===== src/design/min_tracking_stack_macros.svh =====
// Assertion macros used by the min tracking stack datapath (mts_dp).
`ifndef MIN_TRACKING_STACK_MACROS_SVH
`define MIN_TRACKING_STACK_MACROS_SVH

// Check that cons holds in the same cycle whenever ante holds.
`define MTS_ASSERT_SAME(label, ante, cons) \
	label: assert property (@(posedge clk) disable iff (!arst_n) (ante) |-> (cons)) \
		else $error("min tracking stack: same-cycle check failed");

// Check that cons holds in the cycle after ante holds.
`define MTS_ASSERT_NEXT(label, ante, cons) \
	label: assert property (@(posedge clk) disable iff (!arst_n) (ante) |=> (cons)) \
		else $error("min tracking stack: next-cycle check failed");

`endif


===== src/design/mts_pkg.sv =====
// Shared types and codes of the min tracking stack.
`timescale 1ns / 1ps
`default_nettype none

package mts_pkg;

	// Operation codes carried in s_tuser; the unused code acts as a peek.
	typedef enum logic [1:0] {
		OP_PUSH = 2'd0,
		OP_POP  = 2'd1,
		OP_PEEK = 2'd2
	} op_t;

	// Result status codes.
	typedef enum logic [1:0] {
		ST_OK    = 2'd0,
		ST_FULL  = 2'd1,
		ST_EMPTY = 2'd2
	} stat_code_t;

	// Controller states.
	typedef enum logic [1:0] {
		S_IDLE,
		S_READ,
		S_LOAD,
		S_RESP
	} state_t;

	// Commands from controller to datapath.
	typedef struct packed {
		logic       push_en;    // write new entry, update top and min
		logic       pop_en;     // drop top entry
		logic       rd_en;      // read the entry now on top
		logic       load_en;    // move read data into top and min
		logic       status_wr;  // capture status
		stat_code_t status;
	} dp_cmd_t;

	// Status from datapath to controller.
	typedef struct packed {
		logic full;
		logic empty;
		logic one;
	} dp_stat_t;

endpackage

`default_nettype wire


===== src/design/mts_ctrl.sv =====
// Controller state machine of the min tracking stack.
`timescale 1ns / 1ps
`default_nettype none

module mts_ctrl (
	input  wire logic              clk,
	input  wire logic              arst_n,
	input  wire logic              in_valid,
	output logic                   in_ready,
	input  wire logic [1:0]        opcode,
	output logic                   out_valid,
	input  wire logic              out_ready,
	input  wire mts_pkg::dp_stat_t stat,
	output mts_pkg::dp_cmd_t       cmd
);

	mts_pkg::state_t state_q;
	mts_pkg::state_t state_d;

	always_ff @(posedge clk or negedge arst_n) begin
		if (!arst_n) begin
			state_q <= mts_pkg::S_IDLE;
		end else begin
			state_q <= state_d;
		end
	end

	// Next state.
	always_comb begin
		state_d = state_q;
		unique case (state_q)
			mts_pkg::S_IDLE: begin
				if (in_valid) begin
					// Pop that leaves entries behind must fetch the new top.
					if (opcode == mts_pkg::OP_POP && !stat.empty && !stat.one) begin
						state_d = mts_pkg::S_READ;
					end else begin
						state_d = mts_pkg::S_RESP;
					end
				end
			end
			mts_pkg::S_READ: begin
				state_d = mts_pkg::S_LOAD;
			end
			mts_pkg::S_LOAD: begin
				state_d = mts_pkg::S_RESP;
			end
			mts_pkg::S_RESP: begin
				if (out_ready) begin
					state_d = mts_pkg::S_IDLE;
				end
			end
			default: begin
				state_d = mts_pkg::S_IDLE;
			end
		endcase
	end

	// Outputs.
	always_comb begin
		in_ready  = 1'b0;
		out_valid = 1'b0;
		cmd       = '0;
		cmd.status = mts_pkg::ST_OK;
		unique case (state_q)
			mts_pkg::S_IDLE: begin
				in_ready      = 1'b1;
				cmd.status_wr = in_valid;
				unique case (opcode)
					mts_pkg::OP_PUSH: begin
						if (stat.full) begin
							cmd.status = mts_pkg::ST_FULL;
						end else begin
							cmd.push_en = in_valid;
						end
					end
					mts_pkg::OP_POP: begin
						if (stat.empty) begin
							cmd.status = mts_pkg::ST_EMPTY;
						end else begin
							cmd.pop_en = in_valid;
						end
					end
					default: begin
						cmd.status = mts_pkg::ST_OK;
					end
				endcase
			end
			mts_pkg::S_READ: begin
				cmd.rd_en = 1'b1;
			end
			mts_pkg::S_LOAD: begin
				cmd.load_en = 1'b1;
			end
			mts_pkg::S_RESP: begin
				out_valid = 1'b1;
			end
			default: begin
				in_ready = 1'b0;
			end
		endcase
	end

endmodule

`default_nettype wire


===== config.mk =====
export PLATFORM = sky130hd
export DESIGN_NAME = mts_ctrl
export DESIGN_NICKNAME = d
export VERILOG_FILES = /design/src/design/min_tracking_stack_macros.svh /design/src/design/mts_pkg.sv /design/src/design/mts_ctrl.sv
export SDC_FILE = /design/constraint.sdc
export NUM_CORES = 1
export LEC_CHECK = 0
export BUFFER_PORTS_ARGS = -buffer_cell sky130_fd_sc_hd__buf_4
export CORE_AREA = 2 2 39 41
export DETAILED_ROUTE_END_ITERATION = 10
export DIE_AREA = 0 0 41 43
export PLACE_DENSITY_LB_ADDON = 0.2
export SYNTH_ARGS = -nofsm -noshare
export SYNTH_HDL_FRONTEND = slang
export SYNTH_SLANG_ARGS = --single-unit

===== constraint.sdc =====
create_clock -name clk -period 1.5 [get_ports clk]
set_clock_uncertainty 0.2 [all_clocks]
set_input_delay 0.15 -clock clk [delete_from_list [all_inputs] [get_ports clk]]
set_output_delay 0.15 -clock clk [all_outputs]
set_load 0.01 [all_outputs]

## Word-level counts from Yosys, hierarchy flattened

Index checks and enable logic that the tools add are counted.

| storage, ports and cells | value |
|---|---|
| register bits after elaboration | 2 |
| input bits | 9 |
| output and inout bits | 9 |
| logic and storage cells | 31 |

| cells by class | value |
|---|---|
| equal/unequal tests | 6 |
| mux-type cells | 17 |
| reductions and logical operators | 7 |

Operators with widths:

| operator | number |
|---|---|
| $mux 2 | 5 |
| $mux 1 | 9 |
| $pmux 2 s4 | 1 |
| $eq 2x1->1 const B | 2 |
| $eq 2x2->1 const B | 2 |
| $logic_not 2->1 | 2 |
| $ne 2x2->1 const B | 2 |
| $pmux 2 s2 | 1 |
| $mux 3 | 1 |
| $logic_and 1x1->1 | 2 |
| $logic_not 1->1 | 2 |
| $reduce_and 2->1 | 1 |

## Depth between registers and ports, before layout

Gate-level depths: netlist (run 1).

| depth | value |
|---|---|
| word-level depth | 6 |
| mapped depth | 5 |
| mapped depth without buffers | 5 |

## Worst setup path after synthesis (run 1)

Ideal clock, no wire load.

| path | value |
|---|---|
| kind | reg-to-output |
| start | register state_q[0] |
| end | output cmd[6] (netlist name) |
| data arrival time | 1.264 ns |
| data required time | 1.150 ns |
| slack | -0.114 ns |
| cell stages (with the launch flop) | 5 |
| cell sequence | dfrtp_1 inv_1 ha_1 nand2_1 nor4_1 |

RTL lines:

| item | line | source |
|---|---|---|
| start: declaration | mts_ctrl.sv:17 | `mts_pkg::state_t state_q;` |
| start signal: assignment | mts_ctrl.sv:22 | `state_q <= mts_pkg::S_IDLE;` |
| start signal: assignment | mts_ctrl.sv:24 | `state_q <= state_d;` |
| end: declaration | mts_ctrl.sv:14 | `output mts_pkg::dp_cmd_t cmd` |

==> flow_metrics.tcl, run 1 <==
set metrics [dict create \
    status "finished, violations left" \
    violations "setup timing" \
    peakVddDrop_mv 0.4915 \
    min_period_ns 1.555 \
    antenna_found_initial 0 \
    syn_inst 23 \
    setup_viol 3 \
    synth_fa_ha_area_share_pct 23.95 \
    slowest_stage "dfrtp_1" \
    start_util_pct 15.10 \
    clock-sinks 2 \
    cp_data_required_time_ns 1.15 \
    wl_per_cell_um 10.07 \
    maxCapViolCount 0 \
    top_regs "state_q (2)" \
    cts_buffers 3 \
    grt_max_degree 6 \
    drive_gt1_share_pct 78.43 \
    drc 0 \
    rsz0062_at_grt "true" \
    synth_compound_area_share_pct 13.17 \
    num_antenna_cells 0 \
    grt_first_pass_wirelength_um 1097 \
    grt_pass1_vias 279 \
    slew_violations 0 \
    insertion_delay_ns 0.22 \
    path_clk_slew_ns 0.03 \
    worst_slew_pin_slew_ns 0.1928 \
    crit_family "flip-flops" \
    fp.dieW_um 41 \
    synth-seq-area-share_pct 23.95 \
    fmax_mhz 643.2 \
    syn-num-nets 36 \
    dpl_cell_area_um2 380.4 \
    postSynthAreaPerCell_um2 9.085 \
    ys_types 15 \
    period_share_pct 103.6 \
    setup_ws_ns -0.05468 \
    cp-end-kind "output pin" \
    worstPathCellList "inv_2 -> ha_4 -> nand2_2 -> nor4_2 -> buf_4" \
    startpoint_type "register" \
    pin_count 18 \
    largest_register_ffs 2 \
    gp_congestion 0.5578 \
    die-area_um2 1763 \
    synthXorXnorAreaFrac_pct 0 \
    post_synth_instance_area_um2 209.0 \
    crit_type "register to output pin" \
    fin_tns_setup_ns -0.09391 \
    hpwl_um 461.8 \
    synth_top_family_by_area "simple AND/OR/NAND/NOR gates" \
    crit_path_max_incr_delay_ns 0.38 \
    worstPathArrival_ns 1.20 \
    cts_buffer_depth 2 \
    utilization_pct 36.98 \
    grt_util_all_layers_pct 9.118 \
    area_delta_synth_final_pct 144.9 \
    cp_max_fo 5 \
    hold_violations 0 \
    die_y_um 43 \
    hold_path_class "primary input to async pin" \
    cts-root-buf "clkbuf_4" \
    ff2ff_setup_slack_ns 0.03 \
    drt_iter0_markers 0 \
    path_buf_inv 2 \
    htree_levels 1 \
    synthMuxAreaShare_pct 4.790 \
    via_per_inst 4.119 \
    p_leak_nw 0.2523 \
    yosysWarnings 0 \
    synth_simple_gate_area_share_pct 26.95 \
    dr_total_vias 276 \
    core_area_um2 1384 \
    placementRows 14 \
    nFillCells 142 \
    firstDrtPassIters 1 \
    synth_seq_cells 2 \
    max-slew-margin-rel_pct 87.04 \
    power.density_nw_per_um2 1760 \
    drtAntennaViolNets 0 \
    fin_total_pwr_mw 0.9005 \
    grt_overflow 0 \
    portBuffers 17 \
    stdcell_area_um2 511.7 \
    cts_tree "done" \
    wirelength_um 675 \
    regMostFlops "state_q" \
    fin_nets 66 \
]
synth_stat cells:
| library cell | n | area [um2] |
|---|---|---|
| nand2_1 | 2 | 7.510 |
| ha_1 | 4 | 50.05 |
| a21oi_1 | 1 | 5.000 |
| nor4_1 | 1 | 6.260 |
| or2b_1 | 1 | 7.510 |
| and4b_2 | 1 | 11.26 |
| mux2i_1 | 1 | 10.01 |
| nor3_1 | 1 | 5.000 |
| nor2b_1 | 1 | 6.260 |
| inv_1 | 4 | 15.01 |
| o22ai_2 | 1 | 12.51 |
| o32a_1 | 1 | 10.01 |
| dfrtp_1 | 2 | 50.05 |
| nor2_1 | 1 | 3.750 |
| or3b_1 | 1 | 8.760 |
logic make-up after synthesis:
family,after synthesis
buffers and inverters,4
AO/OA/AOI/OAI,3
flip-flops,2
adder cells (fa/ha/maj),4
multiplexers,1
AND/OR/NAND/NOR,9
area by class of cell:
type	count	area, um2	area share (%)
clock buffer	3	22.52	4.401
sequential	2	50.05	9.780
timing repair buffer	25	197.7	38.63
inverter	4	15.01	2.934
multi-input combinational	17	206.4	40.34
tap	16	20.02	3.912
worst paths after layout:
path                             from    endpoint  cells after the start
min                            arst_n  state_q[0]                      2
min reg2reg                state_q[1]  state_q[1]                      3
max in group asynchronous      arst_n  state_q[1]                      2
max reg2reg                state_q[0]  state_q[1]                      6
min in group clk            out_ready  state_q[1]                      4
max                        state_q[0]      cmd[6]                      5
worst register-to-register path: cells and delay by family, from the launching register on:
kind | cells | cell delay (ns)
adders and majority gates | 1 | 0.16
AOI/OAI and AO/OA | 1 | 0.08
buffers and inverters | 2 | 0.20
DFF | 1 | 0.38
muxes | 1 | 0.09
and+or+nand+nor | 1 | 0.23
layer usage:
| metal | track usage [%] | part of all wire [%] | vias up |
|---|---|---|---|
| met5 | 0 | 0 | - |
| met4 | 4.000 | 0 | 0 |
| met3 | 1.047 | 11 | 0 |
| met2 | 16.25 | 51 | 17 |
| met1 | 9.904 | 37 | 123 |
| li1 | - | - | 136 |
where the power goes:
part | switching [mW] | leakage, nW | internal, mW
registers | 0.0201 | 0.0229 | 0.0850
logic | 0.288 | 0.216 | 0.395
clock network | 0.0243 | 0.0138 | 0.0877
layout by cell type, fill, tap and decap left out, types with 2 or more instances in the layout:
cell / n
buf_4: 22
clkbuf_4: 3
inv_2: 2
inv_1: 2
ha_4: 2
ha_2: 2
buf_6: 2
dfrtp_1: 2
through the flow:
stage	hold WS [ns]	setup slack [ns]	std cells
floorplan	-0.3456	0.05099	23
global placement	-0.2660	-0.02143	58
detailed placement	-0.2657	-0.01456	58
CTS	0.05258	-0.05470	67
global route	0.06420	-0.1224	67
finish	0.05434	-0.05468	67
what timing repair did:
action,in CTS,in global routing
pin swaps,2,2
gates resized for setup,7,8
setup buffers,5,2
hold endpoints to repair,2,0
setup endpoints to repair,6,8
hold buffers,1,0
Note: power is estimated with default switching activity, not from simulation.
==> inputs of run 2 (changes only) <==
--- a/config.mk
+++ b/config.mk
@@ -5,6 +5,7 @@
 export SDC_FILE = /design/constraint.sdc
 export NUM_CORES = 1
 export LEC_CHECK = 0
+export ABC_AREA = 1
 export BUFFER_PORTS_ARGS = -buffer_cell sky130_fd_sc_hd__buf_4
 export CORE_AREA = 2 2 39 41
 export DETAILED_ROUTE_END_ITERATION = 10
==> flow_metrics.tcl, run 2 <==
set metrics [dict create \
    p_sw_mw 0.3295 \
    grt_max_degree 5 \
    hpwl_um 474 \
    num_antenna_cells 0 \
    regMostFlops "state_q" \
    worst_slew_pin_slew_ns 0.1908 \
    grt_util_all_layers_pct 7.715 \
    worstPathCellList "inv_2 -> ha_4 -> buf_6 -> nand2_2 -> nor2_2 -> buf_4" \
    pwr-share-seq_pct 12.6 \
    ys_types 10 \
    dr_total_vias 291 \
    async_flop_share_pct 100.0 \
    power.density_nw_per_um2 1642 \
    cts_tree "done" \
    core_area_um2 1384 \
    gp_congestion 0.6528 \
    pin_count 18 \
    antenna_found_initial 0 \
    wirelength_um 613 \
    yosysWarnings 0 \
    cp_data_required_time_ns 1.15 \
    clock-sinks 2 \
    fmax_mhz 645.2 \
    grt_first_pass_wirelength_um 903 \
    rsz0062_at_grt "true" \
    min_period_ns 1.550 \
    cts_buffers 3 \
    setup_ws_ns -0.04984 \
    path_clk_slew_ns 0.03 \
    dpl_cell_area_um2 405.4 \
    area_delta_synth_final_pct 111.8 \
    placementRows 14 \
    slowest_stage "dfrtp_1" \
    via_per_inst 3.731 \
    synth_edf_count 0 \
    cp_max_fo 3 \
    cp-end-kind "output pin" \
    p_leak_nw 0.2758 \
    grt_overflow 0 \
    drive_gt1_share_pct 58.06 \
    postSynthAreaPerCell_um2 6.465 \
    yosysMostFrequentCell "nand2_1" \
    fin_tns_setup_ns -0.09838 \
    power_frac_comb_pct 72.7 \
    clkPwrFrac_pct 14.7 \
    syn-num-nets 49 \
    fp.dieW_um 41 \
    period_share_pct 103.3 \
    grt_pass1_vias 257 \
    synthTopCellsByArea "dfrtp_1 (22%), ha_1 (22%), nand2_1 (16%)" \
    portBuffers 17 \
    dp.cells 72 \
    synth_top_area_share_pct 21.51 \
    drtAntennaViolNets 0 \
    post_synth_instance_area_um2 232.7 \
    final_cell_mix "buf_4 (21), nand2_1 (7), inv_1 (6), nor2_1 (5)" \
    cts_buffer_depth 2 \
    maxCapViolCount 0 \
    final_cells 78 \
    cts-root-buf "clkbuf_4" \
    start_util_pct 16.82 \
    setup_viol 3 \
    top_regs "state_q (2)" \
    max-slew-margin-rel_pct 87.18 \
    slew_violations 0 \
    hold_violations 0 \
    yosys-top-cells-count "nand2_1 (10), inv_1 (8), nor2_1 (7)" \
    insertion_delay_ns 0.22 \
    hold_path_class "primary input to register" \
    fin_nets 77 \
    crit_path_max_incr_delay_ns 0.37 \
    synth_top_area_cell "dfrtp_1" \
    layout_commonest_cell "buf_4" \
    synth-seq-area-share_pct 21.51 \
    status "finished, violations left" \
    fin_total_pwr_mw 0.8095 \
    largest_register_ffs 2 \
    synth_seq_cells 2 \
    peakVddDrop_mv 0.5999 \
    worstPathArrival_ns 1.20 \
    synth-main-ff-cell "dfrtp_1" \
    firstDrtPassIters 2 \
    p_int_mw 0.4800 \
    drc 0 \
    crit_type "register to output pin" \
    stdcell_area_um2 493.0 \
    timing.hold.ws_ns 0.03934 \
    startpoint_type "register" \
    utilization_pct 35.62 \
    die-area_um2 1763 \
    wl_per_cell_um 7.859 \
    htree_levels 1 \
    violations "setup timing" \
    drt_iter0_markers 4 \
    die_y_um 43 \
    swShare_pct 40.70 \
    pre_cts_ws_ns 0.07033 \
    syn_inst 36 \
]
## run 2: path summary, 6_finish.rpt
kind,slack (ns),cells after the start,startpoint,to
worst max-delay path,-0.05,6,state_q[0],cmd[1]
worst min-delay path,0.04,5,stat[0],state_q[1]
worst max register to register,0.13,8,state_q[0],state_q[1]
worst min register to register,0.40,3,state_q[1],state_q[1]
max in group asynchronous,0.96,2,arst_n,state_q[1]
min in group asynchronous,0.05,2,arst_n,state_q[0]
## run 2: cell families after synthesis
group                    count (synthesis)  share of synthesized area [%]
adder cells (fa/ha/maj)                  4                          21.51
AND/OR/NAND/NOR                         21                          41.94
AO/OA/AOI/OAI                            1                          2.148
buffers and inverters                    8                          12.90
flip-flops                               2                          21.51
## run 2: worst max-delay path: cells and delay by family (launching register included)
kind / cells / cell delay [ns]
adder cells (fa/ha/maj): 1 / 0.15
buffers and inverters: 3 / 0.31
flip-flops: 1 / 0.37
AND/OR/NAND/NOR: 2 / 0.14
## run 2: layer usage
| layer | GRT usage, % | up-vias | share of wire [%] |
|---|---|---|---|
| met5 | 0 | - | 0 |
| met4 | 6.000 | 0 | 0 |
| met3 | 3.141 | 0 | 5.7 |
| met2 | 10.94 | 8 | 49 |
| met1 | 8.626 | 122 | 45 |
| li1 | - | 161 | - |
## run 2: power groups by stage
stage / registers [mW] / logic (mW) / clock network, mW
after floorplan: 0.109 / 0.256 / 0
after detailed placement: 0.0980 / 0.483 / 0
after global routing: 0.109 / 0.666 / 0.136
after global placement: 0.0976 / 0.488 / 0
final: 0.102 / 0.589 / 0.119
after CTS: 0.103 / 0.575 / 0.126
## run 2: cell type report
cell class	instances	area, um2
well taps	16	20.02
repair buffers	23	178.9
multi-input cells	26	191.4
inverters	8	30.03
flip-flops and latches	2	50.05
fillers	148	890.9
clock buffers	3	22.52
## run 2: repair_timing
item	CTS	global route
setup buffers	2	0
gates resized for setup	6	5
endpoints found under the hold margin	2	0
hold buffers	1	0
setup endpoints to repair	6	4
pin swaps	2	2
==> inputs of run 3 (changes only) <==
--- a/config.mk
+++ b/config.mk
@@ -6,11 +6,12 @@
 export NUM_CORES = 1
 export LEC_CHECK = 0
 export ABC_AREA = 1
-export BUFFER_PORTS_ARGS = -buffer_cell sky130_fd_sc_hd__buf_4
 export CORE_AREA = 2 2 39 41
 export DETAILED_ROUTE_END_ITERATION = 10
 export DIE_AREA = 0 0 41 43
+export DONT_BUFFER_PORTS = 1
 export PLACE_DENSITY_LB_ADDON = 0.2
+export SLEW_MARGIN = 40
 export SYNTH_ARGS = -nofsm -noshare
 export SYNTH_HDL_FRONTEND = slang
 export SYNTH_SLANG_ARGS = --single-unit
==> flow_metrics.tcl, run 3 (synthesis results as in run 2) <==
set metrics [dict create \
    status "finished, final reports clean" \
    slew_violations 0 \
    multiInputGateArea_um2 202.7 \
    timing.hold.ws_ns 0.03512 \
    cts_buffers 3 \
    r2r-start "state_q[1]" \
    wl_per_cell_um 8.309 \
    fp.dieW_um 41 \
    grt_max_degree 8 \
    drt_iter0_markers 0 \
    cts_buffer_depth 2 \
    stdcell_area_um2 439.2 \
    dp.cells 56 \
    max-slew-margin-rel_pct 81.44 \
    maxCapViolCount 0 \
    pin_count 18 \
    startpoint_type "register" \
    firstDrtPassIters 1 \
    p_leak_nw 0.2340 \
    drive_gt1_share_pct 38.46 \
    worstPathArrival_ns 1.13 \
    grt_util_all_layers_pct 7.222 \
    portBuffers 0 \
    insertion_delay_ns 0.22 \
    nFillCells 159 \
    grt_first_pass_wirelength_um 862 \
    hold_violations 0 \
    num_antenna_cells 0 \
    final_cell_mix "nand2_1 (8), buf_4 (7), inv_1 (6), nor2_1 (6), dlygate4sd3_1 (5)" \
    ff_latch_area_um2 50.05 \
    gp_congestion 0.5634 \
    fin_nets 67 \
    hold_path_class "primary input to register" \
    period_share_pct 98.81 \
    top_regs "state_q (2)" \
    fmax_mhz 674.7 \
    dr_total_vias 265 \
    power.density_nw_per_um2 1760 \
    crit_start "state_q[1]" \
    cp_data_required_time_ns 1.15 \
    cp-end-kind "output pin" \
    min_period_ns 1.482 \
    htree_levels 1 \
    cts-root-buf "clkbuf_4" \
    via_per_inst 3.897 \
    die-area_um2 1763 \
    antenna_found_initial 0 \
    grt_overflow 0 \
    area_delta_synth_final_pct 88.71 \
    clock-sinks 2 \
    start_util_pct 16.82 \
    drc 0 \
    die_y_um 43 \
    wirelength_um 565 \
    worst_slew_pin_slew_ns 0.2763 \
    crit_type "register to output pin" \
    setup_viol 0 \
    regMostFlops "state_q" \
    dpl_cell_area_um2 285.3 \
    cp_max_fo 5 \
    ff2ff_setup_slack_ns 0.10 \
    grt_pass1_vias 266 \
    largest_register_ffs 2 \
    drtAntennaViolNets 0 \
    final_cells 68 \
    layout_commonest_cell "nand2_1" \
    peakVddDrop_mv 0.4249 \
    path_clk_slew_ns 0.03 \
    placementRows 14 \
    min_from "out_ready" \
    core_area_um2 1384 \
    cts_tree "done" \
    rsz0062_at_grt "true" \
]
[run 3: cell count changes in the layout (fill, tap and decap cells not counted)]
cell           before  now
nor3_2              1    0
nor2_2              2    0
nand2_1             7    8
nor2_1              5    6
nor3_4              0    1
dlygate4sd3_1       1    5
buf_4              21    7
nor2_4              0    1
nand2_4             1    2
nand2_2             2    0
[run 3: path summary, 6_finish.rpt]
kind                       cells past startpoint    endpoint
max in group asynchronous                      2  state_q[0]
max reg2reg                                    8  state_q[1]
max                                            4      cmd[5]
min in group asynchronous                      2  state_q[1]
min                                            5  state_q[1]
min reg2reg                                    3  state_q[1]
[run 3: power breakdown]
group	switching (mW)	internal, mW	total [mW]
Combinational	0.276	0.277	0.553
Clock	0.0285	0.0881	0.117
Sequential	0.0183	0.0853	0.104
Total	0.322	0.450	0.773
[run 3: routing by layer]
layer | vias up | global-route usage, % | share of wire, %
met5 | - | 0 | 0
met2 | 6 | 10.94 | 59
li1 | 141 | - | -
met1 | 118 | 7.692 | 35
met4 | 0 | 6.000 | 0
met3 | 0 | 2.094 | 6.4
[run 3: area by class of cell]
class	instances	area share, %
Clock buffer	3	5.128
Timing Repair Buffer	13	25.93
Inverter	8	6.838
Multi-Input combinational cell	26	46.15
Sequential cell	2	11.40
Tap cell	16	4.558
[run 3: timing repair]
item,CTS,global route
setup buffers,2,2
pin swaps,3,1
hold buffers,5,0
gates resized for setup,12,0
endpoints found under the hold margin,3,0
setup endpoints to repair,5,4
[run 3: through the flow]
stage               power (mW)  TNS (ns)  utilization, %  setup slack, ns
floorplan               0.3650         0               -          0.06105
global placement        0.5015         0           20.61          0.06681
detailed placement      0.4953         0           20.61          0.07779
CTS                     0.7548  -0.02569           30.65         -0.02569
global route            0.8637  -0.09799           31.74         -0.04724
finish                  0.7729         0           31.74          0.01786
[run 3: worst max-delay path, stage by stage (launching register included)]
cell and delay (ns):
dfrtp_1 0.38, inv_2 0.08, ha_4 0.17, nand2_4 0.07
nor4_4 0.20
